==> src/dvtu_pkg.sv <==
`timescale 1ns / 1ps
`default_nettype none

package dvtu_pkg;

  // Field widths
  localparam int SLOT_W   = 3;
  localparam int SLOT_SPAN = 2 ** SLOT_W;
  localparam int IP_W     = 32;
  localparam int HALF_W   = 16;
  localparam int COST_W   = 16;
  localparam int SUM_W    = COST_W + 1;

  // Stream widths
  localparam int IN_USER_W  = 3;
  localparam int IN_DATA_W  = 152;
  localparam int OUT_DATA_W = 104;
  localparam int OUT_PAD_W  = 5;

  // Operation codes carried on in_tuser
  typedef enum logic [IN_USER_W-1:0] {
    OP_LOAD_ROUTE = 3'd0,
    OP_LOAD_FWD   = 3'd1,
    OP_UPD_HDR    = 3'd2,
    OP_UPD_ENTRY  = 3'd3,
    OP_READ_FWD   = 3'd4
  } op_t;

  // Result status codes
  typedef enum logic [1:0] {
    ST_OK        = 2'd0,
    ST_NO_SENDER = 2'd1,
    ST_EMPTY     = 2'd2
  } status_t;

  typedef struct packed {
    logic [IP_W-1:0]   ip;
    logic [HALF_W-1:0] port;
    logic [HALF_W-1:0] id;
    logic [COST_W-1:0] cost;
  } route_ent_t;

  typedef struct packed {
    logic [HALF_W-1:0] dest_id;
    logic [HALF_W-1:0] hop_id;
    logic [COST_W-1:0] cost;
    logic [HALF_W-1:0] hop_port;
    logic [IP_W-1:0]   hop_ip;
  } fwd_ent_t;

  typedef struct packed {
    status_t           status;
    logic              improved;
    logic [HALF_W-1:0] dest_id;
    logic [HALF_W-1:0] hop_id;
    logic [COST_W-1:0] cost;
    logic [HALF_W-1:0] hop_port;
    logic [IP_W-1:0]   hop_ip;
  } res_t;

  // Handshake between the engine and the output stage
  typedef struct packed {
    logic valid;
    res_t res;
  } res_push_t;

endpackage

`default_nettype wire

==> src/dvtu_out_stage.sv <==
`timescale 1ns / 1ps
`default_nettype none

module dvtu_out_stage
  import dvtu_pkg::*;
(
  input  wire logic                  clk,
  input  wire logic                  rst_n,
  input  wire res_push_t             push,
  output logic                       push_ready,
  output logic                       out_tvalid,
  input  wire logic                  out_tready,
  // status[1:0], improved[2], out_dest_id[18:3], out_hop_id[34:19],
  // out_cost[50:35], out_hop_port[66:51], out_hop_ip[98:67], zero[103:99]
  output logic [OUT_DATA_W-1:0]      out_tdata
);

  logic out_valid_r;
  logic out_valid_nxt;
  res_t res_r;

  // Take a new word when the register is empty or being drained
  assign push_ready = !out_valid_r || out_tready;

  always_comb begin
    out_valid_nxt = out_valid_r;
    if (push_ready) begin
      out_valid_nxt = push.valid;
    end
  end

  always_ff @(posedge clk) begin
    if (!rst_n) begin
      out_valid_r <= 1'b0;
    end else begin
      out_valid_r <= out_valid_nxt;
    end
  end

  // Hold the word until it is taken
  always_ff @(posedge clk) begin
    if (push.valid && push_ready) begin
      res_r <= push.res;
    end
  end

  assign out_tvalid = out_valid_r;
  assign out_tdata  = {{OUT_PAD_W{1'b0}}, res_r.hop_ip, res_r.hop_port, res_r.cost,
                       res_r.hop_id, res_r.dest_id, res_r.improved, res_r.status};

endmodule

`default_nettype wire

==> src/distance_vector_table_update.sv <==
`timescale 1ns / 1ps
`default_nettype none

// Distance-vector route table engine. Route entries (ip, port, id, cost) and
// forwarding entries (destination, next hop id, cost, next hop port, next hop
// ip) live in two single-port-write synchronous memories; valid bits are flops
// cleared by reset, so no clearing pass is needed. The operation code rides on
// in_tuser and every word yields exactly one result word. Items are handled one
// at a time: a load or an unknown operation goes straight to the result, a read
// passes through a read state, an update header scans the route table, and an
// update entry scans the route table and, when a route improved, the forwarding
// table too. Each scan covers SCAN_N entries, the smaller of TABLE_DEPTH and 8,
// one entry per cycle over the memory read port; a full output register
// holds the finished item until the word ahead of it is taken.
// A finished result waits in an output register while the next word is taken.
module distance_vector_table_update
  import dvtu_pkg::*;
#(
  parameter int TABLE_DEPTH = 8
) (
  input  wire logic                  clk,
  input  wire logic                  rst_n,
  input  wire logic                  in_tvalid,
  output logic                       in_tready,
  // slot[2:0], entry_ip[34:3], entry_port[50:35], entry_id[66:51],
  // entry_cost[82:67], hop_id[98:83], hop_port[114:99], hop_ip[146:115],
  // zero[151:147]
  input  wire logic [IN_DATA_W-1:0]  in_tdata,
  // operation[2:0]
  input  wire logic [IN_USER_W-1:0]  in_tuser,
  output logic                       out_tvalid,
  input  wire logic                  out_tready,
  // status[1:0], improved[2], out_dest_id[18:3], out_hop_id[34:19],
  // out_cost[50:35], out_hop_port[66:51], out_hop_ip[98:67], zero[103:99]
  output logic [OUT_DATA_W-1:0]      out_tdata
);

  localparam int IDX_W  = (TABLE_DEPTH > 1) ? $clog2(TABLE_DEPTH) : 1;
  localparam int SCAN_N = (TABLE_DEPTH < SLOT_SPAN) ? TABLE_DEPTH : SLOT_SPAN;
  localparam int CNT_W  = $clog2(SCAN_N + 1);

  typedef enum logic [5:0] {
    S_IDLE  = 6'b000001,
    S_READ  = 6'b000010,
    S_HSCAN = 6'b000100,
    S_RSCAN = 6'b001000,
    S_FSCAN = 6'b010000,
    S_DONE  = 6'b100000
  } state_t;

  // Unpack the input word
  logic [SLOT_W-1:0] in_slot;
  logic [IP_W-1:0]   in_entry_ip;
  logic [HALF_W-1:0] in_entry_port;
  logic [HALF_W-1:0] in_entry_id;
  logic [COST_W-1:0] in_entry_cost;
  logic [HALF_W-1:0] in_hop_id;
  logic [HALF_W-1:0] in_hop_port;
  logic [IP_W-1:0]   in_hop_ip;

  assign in_slot       = in_tdata[2:0];
  assign in_entry_ip   = in_tdata[34:3];
  assign in_entry_port = in_tdata[50:35];
  assign in_entry_id   = in_tdata[66:51];
  assign in_entry_cost = in_tdata[82:67];
  assign in_hop_id     = in_tdata[98:83];
  assign in_hop_port   = in_tdata[114:99];
  assign in_hop_ip     = in_tdata[146:115];

  logic [31:0]      slot_ext;
  logic [IDX_W-1:0] slot_idx;
  logic             slot_in_range;
  logic             in_fire;

  assign slot_ext      = 32'(in_slot);
  assign slot_idx      = slot_ext[IDX_W-1:0];
  assign slot_in_range = slot_ext < 32'(TABLE_DEPTH);
  assign in_fire       = in_tvalid && in_tready;

  // Control and working registers
  state_t            state_r, state_nxt;
  logic [CNT_W-1:0]  cnt_r, cnt_nxt;
  logic              chk_v_r, chk_v_nxt;
  logic [IDX_W-1:0]  chk_idx_r, chk_idx_nxt;
  logic              found_r, found_nxt;
  logic              imp_r, imp_nxt;
  logic              rd_ok_r, rd_ok_nxt;
  logic [IP_W-1:0]   key_ip_r, key_ip_nxt;
  logic [HALF_W-1:0] dest_r, dest_nxt;
  logic [SUM_W-1:0]  sum_r, sum_nxt;
  logic [COST_W-1:0] snd_cost_r, snd_cost_nxt;
  logic [HALF_W-1:0] snd_id_r, snd_id_nxt;
  logic [HALF_W-1:0] snd_port_r, snd_port_nxt;
  logic [IP_W-1:0]   snd_ip_r, snd_ip_nxt;
  res_t              res_r, res_nxt;
  logic [TABLE_DEPTH-1:0] route_valid_r, route_valid_nxt;
  logic [TABLE_DEPTH-1:0] fwd_valid_r, fwd_valid_nxt;

  // Memory ports
  route_ent_t        route_mem_r [TABLE_DEPTH];
  fwd_ent_t          fwd_mem_r [TABLE_DEPTH];
  route_ent_t        route_rdata_r;
  fwd_ent_t          fwd_rdata_r;
  logic              route_we;
  logic [IDX_W-1:0]  route_waddr;
  route_ent_t        route_wdata;
  logic              fwd_we;
  logic [IDX_W-1:0]  fwd_waddr;
  fwd_ent_t          fwd_wdata;
  logic [IDX_W-1:0]  fwd_raddr;

  logic [31:0]       cnt_ext;
  logic [IDX_W-1:0]  scan_idx;
  logic              scan_issue;
  logic              scan_done;

  res_push_t         push;
  logic              push_ready;

  assign cnt_ext    = 32'(cnt_r);
  assign scan_idx   = cnt_ext[IDX_W-1:0];
  assign scan_issue = cnt_r != CNT_W'(SCAN_N);
  assign scan_done  = !scan_issue && !chk_v_r;
  assign fwd_raddr  = (state_r == S_IDLE) ? slot_idx : scan_idx;
  assign in_tready  = state_r == S_IDLE;

  assign push.valid = state_r == S_DONE;
  assign push.res   = res_r;

  // Sequence one item through its read or scan states
  always_comb begin
    state_nxt       = state_r;
    cnt_nxt         = cnt_r;
    chk_v_nxt       = 1'b0;
    chk_idx_nxt     = chk_idx_r;
    found_nxt       = found_r;
    imp_nxt         = imp_r;
    rd_ok_nxt       = rd_ok_r;
    key_ip_nxt      = key_ip_r;
    dest_nxt        = dest_r;
    sum_nxt         = sum_r;
    snd_cost_nxt    = snd_cost_r;
    snd_id_nxt      = snd_id_r;
    snd_port_nxt    = snd_port_r;
    snd_ip_nxt      = snd_ip_r;
    res_nxt         = res_r;
    route_valid_nxt = route_valid_r;
    fwd_valid_nxt   = fwd_valid_r;
    route_we        = 1'b0;
    route_waddr     = chk_idx_r;
    route_wdata     = route_rdata_r;
    fwd_we          = 1'b0;
    fwd_waddr       = chk_idx_r;
    fwd_wdata       = fwd_rdata_r;

    case (state_r)
      S_IDLE: begin
        if (in_fire) begin
          res_nxt   = '0;
          cnt_nxt   = '0;
          state_nxt = S_DONE;
          case (in_tuser)
            OP_LOAD_ROUTE: begin
              if (slot_in_range) begin
                route_we                  = 1'b1;
                route_waddr               = slot_idx;
                route_wdata               = '{ip: in_entry_ip, port: in_entry_port,
                                              id: in_entry_id, cost: in_entry_cost};
                route_valid_nxt[slot_idx] = 1'b1;
              end
            end
            OP_LOAD_FWD: begin
              if (slot_in_range) begin
                fwd_we                  = 1'b1;
                fwd_waddr               = slot_idx;
                fwd_wdata               = '{dest_id: in_entry_id, hop_id: in_hop_id,
                                            cost: in_entry_cost, hop_port: in_hop_port,
                                            hop_ip: in_hop_ip};
                fwd_valid_nxt[slot_idx] = 1'b1;
              end
            end
            OP_UPD_HDR: begin
              found_nxt    = 1'b0;
              key_ip_nxt   = in_entry_ip;
              snd_cost_nxt = '0;
              snd_id_nxt   = '0;
              snd_port_nxt = '0;
              snd_ip_nxt   = '0;
              state_nxt    = S_HSCAN;
            end
            OP_UPD_ENTRY: begin
              imp_nxt   = 1'b0;
              dest_nxt  = in_entry_id;
              sum_nxt   = SUM_W'(snd_cost_r) + SUM_W'(in_entry_cost);
              state_nxt = S_RSCAN;
            end
            OP_READ_FWD: begin
              rd_ok_nxt = slot_in_range && fwd_valid_r[slot_idx];
              state_nxt = S_READ;
            end
            default: begin
              state_nxt = S_DONE;
            end
          endcase
        end
      end

      S_READ: begin
        if (rd_ok_r) begin
          res_nxt.dest_id  = fwd_rdata_r.dest_id;
          res_nxt.hop_id   = fwd_rdata_r.hop_id;
          res_nxt.cost     = fwd_rdata_r.cost;
          res_nxt.hop_port = fwd_rdata_r.hop_port;
          res_nxt.hop_ip   = fwd_rdata_r.hop_ip;
        end else begin
          res_nxt.status = ST_EMPTY;
        end
        state_nxt = S_DONE;
      end

      S_HSCAN: begin
        if (scan_issue) begin
          cnt_nxt     = cnt_r + 1'b1;
          chk_v_nxt   = 1'b1;
          chk_idx_nxt = scan_idx;
        end
        // Later slots overwrite earlier matches
        if (chk_v_r && route_valid_r[chk_idx_r] && route_rdata_r.ip == key_ip_r) begin
          found_nxt    = 1'b1;
          snd_cost_nxt = route_rdata_r.cost;
          snd_id_nxt   = route_rdata_r.id;
          snd_port_nxt = route_rdata_r.port;
          snd_ip_nxt   = route_rdata_r.ip;
        end
        if (scan_done) begin
          res_nxt.status = found_r ? ST_OK : ST_NO_SENDER;
          state_nxt      = S_DONE;
        end
      end

      S_RSCAN: begin
        if (scan_issue) begin
          cnt_nxt     = cnt_r + 1'b1;
          chk_v_nxt   = 1'b1;
          chk_idx_nxt = scan_idx;
        end
        // Relax a matching route and write its lower cost back
        if (chk_v_r && route_valid_r[chk_idx_r] && route_rdata_r.id == dest_r &&
            SUM_W'(route_rdata_r.cost) > sum_r) begin
          route_we         = 1'b1;
          route_wdata.cost = sum_r[COST_W-1:0];
          imp_nxt          = 1'b1;
        end
        if (scan_done) begin
          cnt_nxt          = '0;
          res_nxt.improved = imp_r;
          state_nxt        = imp_r ? S_FSCAN : S_DONE;
        end
      end

      S_FSCAN: begin
        if (scan_issue) begin
          cnt_nxt     = cnt_r + 1'b1;
          chk_v_nxt   = 1'b1;
          chk_idx_nxt = scan_idx;
        end
        // Route matching forwarding entries through the sender
        if (chk_v_r && fwd_valid_r[chk_idx_r] && fwd_rdata_r.dest_id == dest_r) begin
          fwd_we             = 1'b1;
          fwd_wdata.hop_id   = snd_id_r;
          fwd_wdata.cost     = sum_r[COST_W-1:0];
          fwd_wdata.hop_port = snd_port_r;
          fwd_wdata.hop_ip   = snd_ip_r;
        end
        if (scan_done) begin
          state_nxt = S_DONE;
        end
      end

      S_DONE: begin
        if (push_ready) begin
          state_nxt = S_IDLE;
        end
      end

      default: begin
        state_nxt = S_IDLE;
      end
    endcase
  end

  // Control state
  always_ff @(posedge clk) begin
    if (!rst_n) begin
      state_r       <= S_IDLE;
      cnt_r         <= '0;
      chk_v_r       <= 1'b0;
      found_r       <= 1'b0;
      imp_r         <= 1'b0;
      rd_ok_r       <= 1'b0;
      route_valid_r <= '0;
      fwd_valid_r   <= '0;
      snd_cost_r    <= '0;
      snd_id_r      <= '0;
      snd_port_r    <= '0;
      snd_ip_r      <= '0;
    end else begin
      state_r       <= state_nxt;
      cnt_r         <= cnt_nxt;
      chk_v_r       <= chk_v_nxt;
      found_r       <= found_nxt;
      imp_r         <= imp_nxt;
      rd_ok_r       <= rd_ok_nxt;
      route_valid_r <= route_valid_nxt;
      fwd_valid_r   <= fwd_valid_nxt;
      snd_cost_r    <= snd_cost_nxt;
      snd_id_r      <= snd_id_nxt;
      snd_port_r    <= snd_port_nxt;
      snd_ip_r      <= snd_ip_nxt;
    end
  end

  // Payload registers
  always_ff @(posedge clk) begin
    chk_idx_r <= chk_idx_nxt;
    key_ip_r  <= key_ip_nxt;
    dest_r    <= dest_nxt;
    sum_r     <= sum_nxt;
    res_r     <= res_nxt;
  end

  // Route memory
  always_ff @(posedge clk) begin
    if (route_we) begin
      route_mem_r[route_waddr] <= route_wdata;
    end
    route_rdata_r <= route_mem_r[scan_idx];
  end

  // Forwarding memory
  always_ff @(posedge clk) begin
    if (fwd_we) begin
      fwd_mem_r[fwd_waddr] <= fwd_wdata;
    end
    fwd_rdata_r <= fwd_mem_r[fwd_raddr];
  end

  dvtu_out_stage u_out_stage (
    .clk        (clk),
    .rst_n      (rst_n),
    .push       (push),
    .push_ready (push_ready),
    .out_tvalid (out_tvalid),
    .out_tready (out_tready),
    .out_tdata  (out_tdata)
  );

  // A pending compare only exists inside a scan
  a_chk_in_scan: assert property (@(posedge clk) disable iff (!rst_n)
    chk_v_r |-> (state_r == S_HSCAN) || (state_r == S_RSCAN) || (state_r == S_FSCAN))
    else $error("compare pending outside a scan");

  // Forwarding rewrite only follows an improvement
  a_fscan_imp: assert property (@(posedge clk) disable iff (!rst_n)
    (state_r == S_FSCAN) |-> imp_r)
    else $error("forwarding scan without improvement");

  // Route memory is written only by a load or a relaxation
  a_route_we: assert property (@(posedge clk) disable iff (!rst_n)
    route_we |-> (state_r == S_RSCAN) || ((state_r == S_IDLE) && in_tvalid))
    else $error("unexpected route memory write");

  // A handed-off result shows up on the output
  a_push_out: assert property (@(posedge clk) disable iff (!rst_n)
    (state_r == S_DONE) && push_ready |=> (state_r == S_IDLE) && out_tvalid)
    else $error("result lost at output stage");

  // A header starts with no sender found
  a_hdr_clear: assert property (@(posedge clk) disable iff (!rst_n)
    in_fire && (in_tuser == OP_UPD_HDR) |=> !found_r && (state_r == S_HSCAN))
    else $error("header scan did not start clean");

endmodule

`default_nettype wire

==> config.mk <==
export PLATFORM = sky130hd
export DESIGN_NAME = distance_vector_table_update
export DESIGN_NICKNAME = d
export VERILOG_FILES = /design/src/dvtu_pkg.sv /design/src/dvtu_out_stage.sv /design/src/distance_vector_table_update.sv
export SDC_FILE = /design/constraint.sdc
export NUM_CORES = 2
export LEC_CHECK = 0
export BUFFER_PORTS_ARGS = -buffer_cell sky130_fd_sc_hd__clkbuf_2
export CAP_MARGIN = 30
export CORE_MARGIN = 2
export CORE_UTILIZATION = 62
export DETAILED_ROUTE_END_ITERATION = 6
export PLACE_DENSITY = 0.87
export SLEW_MARGIN = 0
export SYNTH_ARGS = -nofsm -noshare
export SYNTH_HDL_FRONTEND = slang
export SYNTH_SLANG_ARGS = --single-unit
export TNS_END_PERCENT = 1
==> constraint.sdc <==
create_clock -name clk -period 8 [get_ports clk]
set_clock_uncertainty 0.05 [all_clocks]
set_input_delay 1.6 -clock clk [delete_from_list [all_inputs] [get_ports clk]]
set_output_delay 1.6 -clock clk [all_outputs]
set_load 0.1 [all_outputs]
==> impl_metrics.env <==
export IMPL_clock_sinks=1961
export IMPL_syn_avg_cell_area_um2=14.52
export IMPL_rsz0062_at_grt="no"
export IMPL_p_int_uw=17860
export IMPL_num_vias=46420
export IMPL_drive_gt1_share_pct=16.23
export IMPL_syn_to_final_growth_pct=11.87
export IMPL_fin_setup_tns_ns=0
export IMPL_cpMostUsedCell="buf_4"
export IMPL_tightest_slew_ns=1.188
export IMPL_pre_cts_ws_ns=2.787
export IMPL_final_common_cell="edfxtp_1"
export IMPL_slew_viol_final=0
export IMPL_crit_buf_inv=2
export IMPL_final_nets=5630
export IMPL_crit_chain="nor4_1, nor3b_1, nand4_1, nor3_2, buf_4, a21oi_1, nor2_4, buf_4"
export IMPL_max_freq_ghz=0.1929
export IMPL_maxCapViolations=0
export IMPL_ir_drop_v=0.0002275
export IMPL_status="finished, violations left"
export IMPL_critPathCapture="fwd_mem_r[2][26]"
export IMPL_cp_startpoint="state_r[0]"
export IMPL_grt_max_degree=206
export IMPL_netlist_area_um2=75860
export IMPL_yosys_warnings=0
export IMPL_wire_per_inst_um=26.57
export IMPL_drt_first_pass_iters=7
export IMPL_crit_family="simple AND/OR/NAND/NOR gates"
export IMPL_grt_ovfl_total=0
export IMPL_yosysSeqAreaShare_pct=73.84
export IMPL_synth_distinct_cells=64
export IMPL_synthCells=5223
export IMPL_crit_path_max_fanout=51
export IMPL_rr_startpoint="state_r[0]"
export IMPL_vias_per_cell=6.426
export IMPL_place_congestion=0.8699
export IMPL_cts_tree="built"
export IMPL_violations="design-rule violations"
export IMPL_p_comb_share_pct=12.1
export IMPL_grtUsageMet1_pct=39.98
export IMPL_detail_route_antenna_nets=0
export IMPL_max_slew_margin_pct=20.82
export IMPL_cp_depth=8
export IMPL_post_cts_setup_buffers=0
export IMPL_clock_power_share_pct=36.5
export IMPL_clkTransAtPathRegs_ns=0.07
export IMPL_met2_usage_pct=47.41
export IMPL_synth_edf_count=1674
export IMPL_die_h_um=353.8
export IMPL_drtIter0Drc=6806
export IMPL_dp_hpwl_um=104900
export IMPL_first_global_vias=46360
export IMPL_ios=265
export IMPL_hold_class="reg -> reg"
export IMPL_power_leakage_uw=0.03010
export IMPL_busiest_layer="met2"
export IMPL_period_share_pct=64.80
export IMPL_fin_crit_ns=5.184
export IMPL_grt_usage_pct=30.44
export IMPL_clk_latency_ns=0.82
export IMPL_numPortBuffers=254
export IMPL_cts_inserted_buffers=178
export IMPL_async_flop_share_pct=0
export IMPL_antenna_found_initial=27
export IMPL_setup_viol=0
export IMPL_p_sw_uw=6146
export IMPL_crit_path_end_kind="flip-flop"
export IMPL_r2r_end="fwd_mem_r[2][26]"
export IMPL_seq_power_share_pct=51.4
export IMPL_post_cts_resized=0
export IMPL_grtUsageMet3_pct=8.464
export IMPL_synth_seq_cells=1961
export IMPL_final_hold_viol_count=0
export IMPL_reg2reg_depth=8
export IMPL_cp_slowest_cell="buf_4"
export IMPL_power_total_uw=24000
export IMPL_layout_common_cells="1674 x edfxtp_1, 1235 x nand2_1, 491 x nand3_1"
export IMPL_cts_htree_levels=4
export IMPL_fp_coreArea_um2=121600
export IMPL_cts_hold_buffers_added=0
export IMPL_finalWorstSetupSlack_ns=2.816
export IMPL_setup_worst_path_class="reg -> reg"
export IMPL_ff2ff_setup_slack_ns=2.82
export IMPL_slowest_delay_ns=0.86
export IMPL_cp_arrival_ns=5.56
export IMPL_crit_required_ns=8.37
export IMPL_ys_flop_type="edfxtp_1"
export IMPL_cts_buffer_depth=3
export IMPL_clockRootBuffer="clkbuf_16"
export IMPL_rows=128
export IMPL_die_w_um=353.8
export IMPL_start_util_pct=62.41
export IMPL_power_density_nw_per_um2=282.9
export IMPL_grt_pass1_wl_um=283500
export IMPL_drc=1
export IMPL_cp_start_kind="flip-flop"
export IMPL_drt_wl_total_um=191900
export IMPL_die_area_um2=125200
export IMPL_netSwitchingFraction_pct=25.61
[cell usage after synthesis (28+ instances only)]
master	count	share of area, %
ha_1	34	0.56
o21a_1	40	0.40
mux2_2	99	1.5
nor2_1	73	0.36
a22oi_1	81	0.80
nand3_1	491	3.2
clkbuf_1	169	0.84
dfxtp_1	287	7.6
nand2_1	1237	6.1
nor2b_1	64	0.53
mux2i_1	60	0.79
o21ai_0	110	0.73
mux4_2	164	4.9
buf_1	28	0.14
and3_1	38	0.31
xor2_1	64	0.74
edfxtp_1	1674	66
inv_1	63	0.31
and2_1	151	1.2
buf_2	66	0.44
[routing by layer]
| layer | up-vias | share of wire, % |
|---|---|---|
| li1 | 19510 | - |
| met1 | 22730 | 35 |
| met2 | 3580 | 47 |
| met3 | 572 | 13 |
| met4 | 26 | 4.6 |
| met5 | - | 0.089 |
[power by group through the flow]
stage	sequential [uW]	clock, uW	combinational (uW)
3_5_place_dp	12500	0	2740
2_1_floorplan	12500	0	1950
4_1_cts	12300	8800	2830
3_3_place_gp	12500	0	2570
6_report	12300	8750	2900
5_1_grt	12400	9160	3150
[final cells by class]
type                            instances  area, um^2
Clock buffer                          230        4873
Fill cell                            6947       36690
Inverter                               64       252.7
Timing Repair Buffer                  328        2059
Tap cell                             1625        2033
Multi-Input combinational cell       2903       18470
Sequential cell                      1961       56030
Clock inverter                        104        1127
Antenna cell                            8       20.02
[kinds of logic after synthesis]
family                   share of synthesized area [%]
AND/OR/NAND/NOR                                  12.55
flip-flops                                       73.84
buffers and inverters                            2.144
multiplexers                                     7.130
AO/OA/AOI/OAI                                    2.837
XOR/XNOR                                        0.9121
adder cells (fa/ha/maj)                         0.5872
other                                         0.004943
[state kept, by name, summed over array words and instances, names as in the netlist, 3 cells and up]
| signal | flops |
|---|---|
| chk_idx_r | 3 |
| cnt_r | 4 |
| dest_r | 16 |
| fwd_mem_r | 768 |
| fwd_rdata_r | 96 |
| fwd_valid_r | 8 |
| key_ip_r | 32 |
| push | 99 |
| route_mem_r | 640 |
| route_rdata_r | 80 |
| route_valid_r | 8 |
| snd_cost_r | 16 |
| snd_id_r | 16 |
| snd_ip_r | 32 |
| snd_port_r | 16 |
| state_r | 6 |
| sum_r | 17 |
| u_out_stage.out_tdata | 99 |
[through the flow]
stage                     std cells  utilization, %  hold WS (ns)  instance area (um^2)
final                          7223           69.81        0.3577                 84860
after global routing           7220           69.81        0.3685                 84860
after detailed placement       6877           64.77        0.3545                 78730
after global placement         6872           64.69        0.3507                 78630
after CTS                      7211           69.71        0.3594                 84730
after floorplan                5227               -        0.3503                 75870
[how the worst min path moves through the flow]
| stage | startpoint | endpoint | slack [ns] | depth (start not counted) |
|---|---|---|---|---|
| 2_1_floorplan | push[97] | u_out_stage.out_tdata[0] | 0.35 | 0 |
| 3_3_place_gp | push[89] | u_out_stage.out_tdata[12] | 0.35 | 0 |
| 3_5_place_dp | push[72] | u_out_stage.out_tdata[27] | 0.35 | 0 |
| 4_1_cts | push[61] | u_out_stage.out_tdata[48] | 0.36 | 0 |
| 5_1_grt | push[61] | u_out_stage.out_tdata[48] | 0.37 | 0 |
| 6_report | push[42] | u_out_stage.out_tdata[61] | 0.36 | 0 |
(Power assumes the default switching activity.)
